`src/sv/iosrw_pkg.sv`:
```
// ============================================================================
// iosrw_pkg
// Shared types and constants of the in-order signature reorder window.
// ============================================================================
package iosrw_pkg;

    localparam int unsigned IDX_W       = 8;
    localparam int unsigned WORD_W      = 32;
    localparam int unsigned ELEM_W      = 8 * WORD_W;
    localparam int unsigned MAX_RESULTS = 16;
    localparam int unsigned CNT_W       = $clog2(MAX_RESULTS + 1);

    localparam logic [IDX_W-1:0] CPS_RESET = 8'd67;

    // One input word: chain index plus the eight element words.
    typedef struct packed {
        logic [IDX_W-1:0]  chain_index;
        logic [WORD_W-1:0] word_0;
        logic [WORD_W-1:0] word_1;
        logic [WORD_W-1:0] word_2;
        logic [WORD_W-1:0] word_3;
        logic [WORD_W-1:0] word_4;
        logic [WORD_W-1:0] word_5;
        logic [WORD_W-1:0] word_6;
        logic [WORD_W-1:0] word_7;
    } t_in;

    // Element body as it sits in the window memory.
    typedef struct packed {
        logic [WORD_W-1:0] word_0;
        logic [WORD_W-1:0] word_1;
        logic [WORD_W-1:0] word_2;
        logic [WORD_W-1:0] word_3;
        logic [WORD_W-1:0] word_4;
        logic [WORD_W-1:0] word_5;
        logic [WORD_W-1:0] word_6;
        logic [WORD_W-1:0] word_7;
    } t_elem;

    // One result word.
    typedef struct packed {
        logic [WORD_W-1:0] out_word_0;
        logic [WORD_W-1:0] out_word_1;
        logic [WORD_W-1:0] out_word_2;
        logic [WORD_W-1:0] out_word_3;
        logic [WORD_W-1:0] out_word_4;
        logic [WORD_W-1:0] out_word_5;
        logic [WORD_W-1:0] out_word_6;
        logic [WORD_W-1:0] out_word_7;
        logic              last_of_run;
    } t_out;

    typedef enum logic [1:0] {
        ST_IDLE,
        ST_LOOK,
        ST_EVAL,
        ST_DONE
    } t_state;

endpackage

```
`src/sv/iosrw_ram.sv`:
```
// ============================================================================
// iosrw_ram
// Generic single-write, single-read RAM with a registered read port.
// ============================================================================
module iosrw_ram #(
    parameter int unsigned WIDTH = 264,
    parameter int unsigned DEPTH = 16
) (
    input  logic                     i_clk,
    input  logic                     i_we,
    input  logic [$clog2(DEPTH)-1:0] i_waddr,
    input  logic [WIDTH-1:0]         i_wdata,
    input  logic                     i_re,
    input  logic [$clog2(DEPTH)-1:0] i_raddr,
    output logic [WIDTH-1:0]         o_rdata
);

    logic [WIDTH-1:0] r_mem [DEPTH];
    logic [WIDTH-1:0] r_rdata;

    always_ff @(posedge i_clk) begin
        if (i_we) begin
            r_mem[i_waddr] <= i_wdata;
        end
        // hold read data while no read is issued
        if (i_re) begin
            r_rdata <= r_mem[i_raddr];
        end
    end

    assign o_rdata = r_rdata;

endmodule

```
`src/sv/in_order_signature_reorder_window_core.sv`:
```
// ============================================================================
// in_order_signature_reorder_window_core
// Reorder window that releases one signature's chain elements in index order.
// ============================================================================
// Usage:
//   Input channel (i_in_valid / o_in_stall / i_in_data) takes one element
//   word: chain index plus eight 32-bit words. The element lands in window
//   slot (index mod WINDOW_DEPTH) of the element memory with its index as tag.
//   The block then drains: every slot holding the expected index is sent
//   on the output channel (o_out_valid / i_out_stall / o_out_data) in chain
//   order, at most 16 words per input, last_of_run set on the final one.
//   Config channel (i_cfg_valid / o_cfg_ready / i_cfg_data) writes
//   chains_per_signature; write it only while the block is idle.
//   The block takes one element at a time. A drain steps through accept,
//   one memory read plus tag compare per released word, a lookup that ends
//   the drain and the frame update; when that last lookup finds a valid
//   slot holding another index, that slot is read before the drain ends.
//   A stalled output holds its word; the drain waits on the hold register
//   and o_in_stall stays high until the drain is done.
//   Reset clears the valid bits, expected index, arrival count and sets
//   chains_per_signature to 67; input and config are held off while reset
//   is asserted. Memory contents are left as they are.
// ============================================================================
module in_order_signature_reorder_window_core #(
    parameter int unsigned WINDOW_DEPTH = 16
) (
    input  logic              i_clk,
    input  logic              i_rst_n,
    input  logic              i_in_valid,
    output logic              o_in_stall,
    input  iosrw_pkg::t_in    i_in_data,
    output logic              o_out_valid,
    input  logic              i_out_stall,
    output iosrw_pkg::t_out   o_out_data,
    input  logic              i_cfg_valid,
    output logic              o_cfg_ready,
    input  logic [7:0]        i_cfg_data
);

    localparam int unsigned SLOT_W = $clog2(WINDOW_DEPTH);
    localparam int unsigned MEM_W  = iosrw_pkg::IDX_W + iosrw_pkg::ELEM_W;
    localparam int unsigned LUT_N  = 2 ** iosrw_pkg::IDX_W;

    // ---- index to slot table (constant, built at elaboration) -------------
    logic [SLOT_W-1:0] slot_lut [LUT_N];

    for (genvar g = 0; g < LUT_N; g++) begin : g_lut
        assign slot_lut[g] = SLOT_W'(g % WINDOW_DEPTH);
    end

    // ---- registers -------------------------------------------------------
    iosrw_pkg::t_state            r_state, n_state;
    logic [WINDOW_DEPTH-1:0]      r_valid, n_valid;
    logic [iosrw_pkg::IDX_W-1:0]  r_exp, n_exp;
    logic [iosrw_pkg::IDX_W-1:0]  r_arr, n_arr;
    logic [iosrw_pkg::IDX_W-1:0]  r_cps, n_cps;
    logic [iosrw_pkg::CNT_W-1:0]  r_count, n_count;
    logic                         r_hold_v, n_hold_v;
    iosrw_pkg::t_elem             r_hold, n_hold;
    logic                         r_out_valid, n_out_valid;
    iosrw_pkg::t_out              r_out, n_out;

    // ---- memory port signals ---------------------------------------------
    logic                         ram_we;
    logic                         ram_re;
    logic [MEM_W-1:0]             ram_wdata;
    logic [MEM_W-1:0]             ram_rdata;
    logic [SLOT_W-1:0]            in_slot;
    logic [SLOT_W-1:0]            exp_slot;
    logic [iosrw_pkg::IDX_W-1:0]  rd_tag;
    iosrw_pkg::t_elem             rd_elem;
    iosrw_pkg::t_elem             in_elem;
    logic                         out_free;
    logic                         in_stall;

    assign in_slot  = slot_lut[i_in_data.chain_index];
    assign exp_slot = slot_lut[r_exp];

    assign in_elem.word_0 = i_in_data.word_0;
    assign in_elem.word_1 = i_in_data.word_1;
    assign in_elem.word_2 = i_in_data.word_2;
    assign in_elem.word_3 = i_in_data.word_3;
    assign in_elem.word_4 = i_in_data.word_4;
    assign in_elem.word_5 = i_in_data.word_5;
    assign in_elem.word_6 = i_in_data.word_6;
    assign in_elem.word_7 = i_in_data.word_7;

    assign ram_wdata = {i_in_data.chain_index, in_elem};
    assign rd_tag    = ram_rdata[iosrw_pkg::ELEM_W +: iosrw_pkg::IDX_W];
    assign rd_elem   = iosrw_pkg::t_elem'(ram_rdata[iosrw_pkg::ELEM_W-1:0]);

    // Element memory: tag and body of each window slot. Writes happen only
    // in the accept cycle and reads only in later drain cycles, so a read
    // never races a write to the same slot.
    iosrw_ram #(
        .WIDTH (MEM_W),
        .DEPTH (WINDOW_DEPTH)
    ) u_window_ram (
        .i_clk   (i_clk),
        .i_we    (ram_we),
        .i_waddr (in_slot),
        .i_wdata (ram_wdata),
        .i_re    (ram_re),
        .i_raddr (exp_slot),
        .o_rdata (ram_rdata)
    );

    // Output register can take a new word when empty or being taken now.
    assign out_free = !r_out_valid || !i_out_stall;

    function automatic iosrw_pkg::t_out make_out(iosrw_pkg::t_elem e, logic last);
        iosrw_pkg::t_out o;
        o.out_word_0  = e.word_0;
        o.out_word_1  = e.word_1;
        o.out_word_2  = e.word_2;
        o.out_word_3  = e.word_3;
        o.out_word_4  = e.word_4;
        o.out_word_5  = e.word_5;
        o.out_word_6  = e.word_6;
        o.out_word_7  = e.word_7;
        o.last_of_run = last;
        return o;
    endfunction

    // ---- next state ------------------------------------------------------
    // A released element first waits in the hold register; it moves to the
    // output once we know whether another one follows, which settles
    // last_of_run.
    always_comb begin
        n_state     = r_state;
        n_valid     = r_valid;
        n_exp       = r_exp;
        n_arr       = r_arr;
        n_count     = r_count;
        n_hold_v    = r_hold_v;
        n_hold      = r_hold;
        n_out_valid = r_out_valid && i_out_stall;
        n_out       = r_out;
        ram_we      = 1'b0;
        ram_re      = 1'b0;
        in_stall    = 1'b1;

        case (r_state)
            iosrw_pkg::ST_IDLE: begin
                in_stall = 1'b0;
                if (i_in_valid) begin
                    // store the element, overwriting whatever sat in the slot
                    ram_we           = 1'b1;
                    n_valid[in_slot] = 1'b1;
                    n_count          = '0;
                    n_hold_v         = 1'b0;
                    n_state          = iosrw_pkg::ST_LOOK;
                end
            end
            iosrw_pkg::ST_LOOK: begin
                if (r_count < iosrw_pkg::CNT_W'(iosrw_pkg::MAX_RESULTS) &&
                    r_exp < r_cps && r_valid[exp_slot]) begin
                    ram_re  = 1'b1;
                    n_state = iosrw_pkg::ST_EVAL;
                end else begin
                    n_state = iosrw_pkg::ST_DONE;
                end
            end
            iosrw_pkg::ST_EVAL: begin
                if (rd_tag == r_exp) begin
                    // wait here while a held word cannot advance
                    if (!r_hold_v || out_free) begin
                        if (r_hold_v) begin
                            n_out_valid = 1'b1;
                            n_out       = make_out(r_hold, 1'b0);
                        end
                        n_hold            = rd_elem;
                        n_hold_v          = 1'b1;
                        n_valid[exp_slot] = 1'b0;
                        n_exp             = r_exp + 1'b1;
                        n_count           = r_count + 1'b1;
                        n_state           = iosrw_pkg::ST_LOOK;
                    end
                end else begin
                    n_state = iosrw_pkg::ST_DONE;
                end
            end
            iosrw_pkg::ST_DONE: begin
                if (!r_hold_v || out_free) begin
                    if (r_hold_v) begin
                        n_out_valid = 1'b1;
                        n_out       = make_out(r_hold, 1'b1);
                    end
                    n_hold_v = 1'b0;
                    n_arr    = r_arr + 1'b1;
                    // end of frame: drop the window for the next signature
                    if (n_arr >= r_cps) begin
                        n_valid = '0;
                        n_exp   = '0;
                        n_arr   = '0;
                    end
                    n_state = iosrw_pkg::ST_IDLE;
                end
            end
            default: begin
                n_state = iosrw_pkg::ST_IDLE;
            end
        endcase
    end

    // Register writes are always taken.
    assign n_cps = i_cfg_valid ? i_cfg_data : r_cps;

    // ---- control registers -----------------------------------------------
    always_ff @(posedge i_clk) begin
        if (!i_rst_n) begin
            r_state     <= iosrw_pkg::ST_IDLE;
            r_valid     <= '0;
            r_exp       <= '0;
            r_arr       <= '0;
            r_cps       <= iosrw_pkg::CPS_RESET;
            r_count     <= '0;
            r_hold_v    <= 1'b0;
            r_out_valid <= 1'b0;
        end else begin
            r_state     <= n_state;
            r_valid     <= n_valid;
            r_exp       <= n_exp;
            r_arr       <= n_arr;
            r_cps       <= n_cps;
            r_count     <= n_count;
            r_hold_v    <= n_hold_v;
            r_out_valid <= n_out_valid;
        end
    end

    // ---- payload registers -----------------------------------------------
    always_ff @(posedge i_clk) begin
        r_hold <= n_hold;
        r_out  <= n_out;
    end

    // hold off both write channels while reset is asserted
    assign o_in_stall  = in_stall || !i_rst_n;
    assign o_out_valid = r_out_valid;
    assign o_out_data  = r_out;
    assign o_cfg_ready = i_rst_n;

    // ---- assertions ------------------------------------------------------
    a_no_rw_overlap: assert property (@(posedge i_clk) disable iff (!i_rst_n)
        !(ram_we && ram_re))
        else $error("window memory written and read in one cycle");

    a_count_bound: assert property (@(posedge i_clk) disable iff (!i_rst_n)
        r_count <= iosrw_pkg::CNT_W'(iosrw_pkg::MAX_RESULTS))
        else $error("drain released more than the per-input limit");

    a_accept_starts_drain: assert property (@(posedge i_clk) disable iff (!i_rst_n)
        (i_in_valid && !o_in_stall) |=> (r_state == iosrw_pkg::ST_LOOK && r_count == '0))
        else $error("accepted element did not start a drain");

    a_read_follows_valid: assert property (@(posedge i_clk) disable iff (!i_rst_n)
        ram_re |-> r_valid[exp_slot])
        else $error("read issued for an empty slot");

    a_done_empty_returns: assert property (@(posedge i_clk) disable iff (!i_rst_n)
        (r_state == iosrw_pkg::ST_DONE && !r_hold_v) |=> (r_state == iosrw_pkg::ST_IDLE))
        else $error("drain end with nothing held did not return to idle");

endmodule
```
`config.mk`:
```
export PLATFORM = sky130hd
export DESIGN_NAME = in_order_signature_reorder_window_core
export DESIGN_NICKNAME = d
export VERILOG_FILES = /design/src/sv/iosrw_pkg.sv /design/src/sv/iosrw_ram.sv /design/src/sv/in_order_signature_reorder_window_core.sv
export SDC_FILE = /design/constraint.sdc
export NUM_CORES = 2
export LEC_CHECK = 0
export BUFFER_PORTS_ARGS = -buffer_cell sky130_fd_sc_hd__buf_2
export CORE_ASPECT_RATIO = 1.1
export CORE_UTILIZATION = 56
export DETAILED_ROUTE_END_ITERATION = 6
export HOLD_SLACK_MARGIN = 0.05
export PLACE_DENSITY = 0.8
export SETUP_SLACK_MARGIN = 0.3
export SKIP_LAST_GASP = 1
export SLEW_MARGIN = 5
export SYNTH_ARGS = -nofsm -noshare
export SYNTH_HDL_FRONTEND = slang
export SYNTH_HIERARCHICAL = 1
export SYNTH_MEMORY_MAX_BITS = 65536
export SYNTH_SLANG_ARGS = --single-unit
```
`constraint.sdc`:
```
create_clock -name i_clk -period 25.7 [get_ports i_clk]
set_input_delay 5.14 -clock i_clk [delete_from_list [all_inputs] [get_ports i_clk]]
set_output_delay 5.14 -clock i_clk [all_outputs]
set_load 0.01 [all_outputs]
```
# == Yosys cells after proc, flatten, opt, wreduce, memory -nomap -nowiden ==
# Memories as Yosys holds them, arrays and structs flattened. A register that Yosys moved wholly into a read port is not among the register bits.
# Index checks and enable logic that the tools add are counted.
# op_classes
bitwise,5
n_div,0
shift,0
mul,0
mux,54
addsub,3
reduce_logical,24
n_lt_le_gt_ge,9
eq_ne,12
# op_table
op,n
2-to-1 mux 257 bit,5
case mux 257 bit (2 select lines),1
2-to-1 mux 16 bit,5
case mux 16 bit (3 select lines),1
2-to-1 mux 8 bit,5
">= comparator 9 bit, second input constant",2
2-to-1 mux 1 bit,18
inverter 8 -> 9 bit,2
"adder 8 x 1 -> 8 bit, second input constant",2
bitwise AND 16 bit,1
2-to-1 mux 4 bit,4
inverter 16 bit,1
bitwise OR 16 bit,1
case mux 8 bit (2 select lines),1
2-to-1 mux 5 bit,3
"!= test 2 bit, second input constant",7
AND reduction 6 bit,2
"less-than comparator 4 x 5 -> 1 bit, second input constant",2
case mux 5 bit (2 select lines),1
AND reduction 5 bit,2
demux 1 bit (select 4 bit),2
equality test 8 bit,1
">= comparator 4 x 1 -> 1 bit, second input constant",2
>= comparator 8 bit,1
other kinds (20),35
# word_totals
reg_bits,562
output_inout_bits,260
mem_bits_rw,4224
wordCells,135
inputBits,277
n_memories,3
latchBits,0
mem_bits_ro,2048
# memory_table
name,depth,width,rd,rd_ports_with_merged_regs,write_ports,line_no,source
u_window_ram.r_mem,16,264,1,1,1,iosrw_ram.sv:18,logic [WIDTH-1:0] r_mem [DEPTH];
(name not given),256,4,1,0,0,in_order_signature_reorder_window_core.sv:77,assign exp_slot = slot_lut[r_exp];
(name not given),256,4,1,0,0,in_order_signature_reorder_window_core.sv:76,assign in_slot = slot_lut[i_in_data.chain_index];

# == Depth between registers and ports, before layout ==
# depth
depth_word,13
ltp_mapped,13
ltp_nobuf,11

# == Hierarchy ==
# The synthesis kept the hierarchy.
# by_module_without_submodules
mod,area_each_um2,n_inst,cells_each,seq_area_each_um2
iosrw_ram,165979.2,1,6850,134769.3
in_order_signature_reorder_window_core,18335.1,1,847,16385.7

# == Least setup slack after synthesis ==
# No wires, ideal clock.
# synth_path
path_kind,input -> register
startpoint,in i_in_valid
endpoint,"mem u_window_ram.r_mem[0][0], enable pin"
stages,4
setup_ns,1.216
arrival_time_ns,23.627
path_slack_ns,0.857
path_buffers,0
required_ns,24.484
cell_sequence,nand2_1 inv_1 or3b_2 nor3_1
# synth_via
elab_chain_len,4
# synth_rtl
item,line_no,source
start: declaration,in_order_signature_reorder_window_core.sv:29,"input logic i_in_valid,"
2-to-1 mux 1 bit,in_order_signature_reorder_window_core.sv:146,if (i_in_valid) begin
2-to-1 mux 1 bit,in_order_signature_reorder_window_core.sv:143,case (r_state)
net ram_we,in_order_signature_reorder_window_core.sv:64,logic ram_we;
2-to-1 mux 1 bit,iosrw_ram.sv:22,if (i_we) begin
2-to-1 mux 1 bit (implied by the code),iosrw_ram.sv:23,r_mem[i_waddr] <= i_wdata;
end: declaration,iosrw_ram.sv:18,
# The timed path passes the listed nets, and every way through them passes these cells.

# == Worst setup path after layout ==
# layout_path
startpoint,in i_rst_n
endpoint,out o_in_stall
# layout_via
elab_chain_len,2
# layout_rtl
item,line_no,source
start: declaration,in_order_signature_reorder_window_core.sv:28,"input logic i_rst_n,"
logical NOT 1 bit,in_order_signature_reorder_window_core.sv:239,assign o_in_stall = in_stall || !i_rst_n;
logical OR 1 bit,in_order_signature_reorder_window_core.sv:239,
end: declaration,in_order_signature_reorder_window_core.sv:30,"output logic o_in_stall,"
# No other way between the ends.

==> run_results.csv <==
group,metric,value,unit
run_status,outcome,"finished, violations left",
run_status,violations,"antenna violations, design-rule violations",
sta,finClkSkew,85.50,ps
clock_network,cts_root_buf,"clkbuf_16",
clock_network,clock_sinks,5050,
clock_network,post-cts-setup-buffers,0,
logic_synthesis,synth_nets,7995,
clock_network,cts_made_buffers,455,
sta,slew_violations,0,
finish,drive_gt1_share,28.22,%
detailed_routing,wl_met1,160.9,mm
logic_synthesis,synthArstFlopShare,0,%
floorplanning,chipWidth,549,um
sta,min_period_over_period,43.44,%
setup_path,path_class,"in2out",
sta,rsz0062_at_grt,"false",
worst_hold_path,holdCritPathClass,"reg2reg",
finish,nFillCells,20037,
clock_network,clk_pin_slew,60,ps
clock_network,cts_hold_buf,0,
pwr,power_frac_clock,40.1,%
logic_synthesis,avgSynthCellArea,23.95,um^2
global_routing,antenna_found_initial,145,
pwr,p_comb_share,5.2,%
finish,layout_common_cells,"edfxtp_1, mux4_2, buf_2, a22oi_1, clkbuf_16",
detailed_routing,top_layer,"met5",
logic_synthesis,ys_types,56,
setup_path,required,20560,ps
setup_path,arrival,6020,ps
sta,max_freq,0.08958,GHz
job,maxCapViolations,0,
detailed_routing,wl,456.1,mm
pwr,irDropWorstVdd,67.72,uV
pwr,power_frac_seq,54.7,%
detailed_routing,vias_per_cell,6.707,
sta,hold_viol,0,
pwr,p_sw_share,21.14,%
setup_path,end_kind,"output pin",
setup_path,start_kind,"input port",
global_routing,grt_max_degree,147,
floorplanning,coreArea,327000,um^2
logic_synthesis,synth_area,184300,um^2
detailed_routing,drt_pass1_iterations,7,
logic_synthesis,synth_cells,7697,
finish,final_area,207100,um^2
clock_network,cts_resized,0,
clock_network,cts_max_level,5,
detailed_routing,avgRoutedWirePerCell,34.49,um
pwr,power.switching,3573,uW
sta,worst_pin_slew,1204,ps
detailed_routing,first_iter_violations,12417,
detailed_routing,vias,88708,
global_routing,grt_overflow_total,0,
logic_synthesis,yosysWarnings,6,
sta,finalSetupViolations,0,
floorplanning,rows,220,
setup_path,cp_max_fo,49,
floorplanning,dieHeight,603.7,um
global_routing,grt_pass1_wl,646.9,mm
floorplanning,start_util,56.36,%
clock_network,cts.path.max_buffers,4,
placement,place_area,192200,um^2
sta,holdWs,371.6,ps
placement,gp_congestion,0.8016,
finish,syn2layout_area_growth,12.36,%
clock_network,cts_tree,"built",
logic_synthesis,synth_seq_area_share,82.01,%
placement,port_buffers,536,
sta,finalCriticalPeriod,11160,ps
logic_synthesis,ys_ff_latch,5050,
global_routing,grt_pass1_vias,90297,
logic_synthesis,synth-edff-count,5001,
pwr,powerDensity,81.63,nW/um^2
sta,fin_setup_tns,0,ps
floorplanning,dieArea,331400,um^2
detailed_routing,ant_nets,1,
logic_synthesis,synthFlopType,"edfxtp_1",
pwr,p_int,13330,uW
clock_network,insertion_delay,1000,ps
sta,relSlewSlack,19.71,%
floorplanning,io_pins,537,
pwr,power.leakage,0.06370,uW
detailed_routing,wl_met3,47.83,mm
pwr,finalPower,16910,uW
detailed_routing,drcViolationCount,1,
placement,dp_hpwl,224.0,mm
global_routing,grtUsageTotal,27.41,%
finish,layout_commonest_cell,"edfxtp_1",
detailed_routing,route.met2.wl,226.4,mm
finish,fin_nets,8755,
-- critical path, cell delays in order --
cell     delay [ps]
buf_2           590
nand2_1         110
buf_2           180
-- per-layer routing --
layer	vias to the layer above	GRT usage, %
met4	72	12.67
met1	46626	35.58
met5	-	0
li1	34391	-
met2	6619	44.70
met3	1000	6.035
-- final timing paths --
path                               to  cells after the start                startpoint  slack, ps
max                        o_in_stall                      3                   i_rst_n      14540
min                        r_hold[24]                      0  u_window_ram/o_rdata[24]        370
max reg2reg  u_window_ram/o_rdata[67]                      8                  r_exp[0]      19320
min reg2reg                r_hold[24]                      0  u_window_ram/o_rdata[24]        370
-- power by group through the flow --
stage                     sequential, uW  combinational [uW]  clock, uW
after detailed placement            9410                 863          0
after floorplan                     9460                 599          0
after CTS                           9240                 890       6830
after global placement              9400                 834          0
after global routing                9250                 935       7110
final                               9240                 882       6780
-- sequential cells by signal (all words and copies together), names as in the netlist --
signal	count
r_arr	8
r_cps	8
o_out_data	257
u_window_ram/o_rdata	264
r_exp	8
o_out_valid	1
r_state	2
r_count	5
u_window_ram/r_mem	4224
r_valid	16
r_hold	256
r_hold_v	1
-- synthesized netlist by cell type, drive strengths merged, types with 33 or more instances --
library cell | instances | area share [%]
nor2 | 39 | 0.081
clkbuf | 169 | 0.34
o221ai | 35 | 0.17
a21oi | 33 | 0.092
mux2 | 104 | 0.64
nor2b | 52 | 0.18
buf | 213 | 0.59
mux4 | 1005 | 12
mux2i | 43 | 0.23
a22oi | 465 | 1.9
nand2 | 237 | 0.48
o21ai | 42 | 0.11
edfxtp | 5001 | 81
dfxtp | 49 | 0.53
-- final cells by class --
type                    count  area, um^2  area share, %
flip-flops and latches   5050      151200          72.99
multi-input cells        2252       31570          15.24
clock buffers             550       11930          5.761
well taps                4329        5416          2.615
repair buffers            685        4026          1.944
clock inverters           278        2764          1.335
diodes                     70       175.2        0.08458
inverters                  13       48.80        0.02356
-- cell families after synthesis --
family	after synthesis	share of synthesized area, %
DFF	5050	82.01
muxes	1152	13.15
AOI/OAI and AO/OA	646	2.612
and+or+nand+nor	417	1.046
buffers and inverters	395	0.9646
adders and majority gates	21	0.1426
xor gates and xnor gates	16	0.07603
-- through the flow --
stage / worst slack, ps / std cells / util, %
6_report: 14540 / 13227 / 63.33
5_1_grt: 14470 / 13200 / 63.31
4_1_cts: 14530 / 13157 / 63.28
3_5_place_dp: 14540 / 12329 / 58.78
3_3_place_gp: 14610 / 12329 / 58.78
2_1_floorplan: 857.0 / 7697 / -
Note: power is estimated with default switching activity, not from simulation.
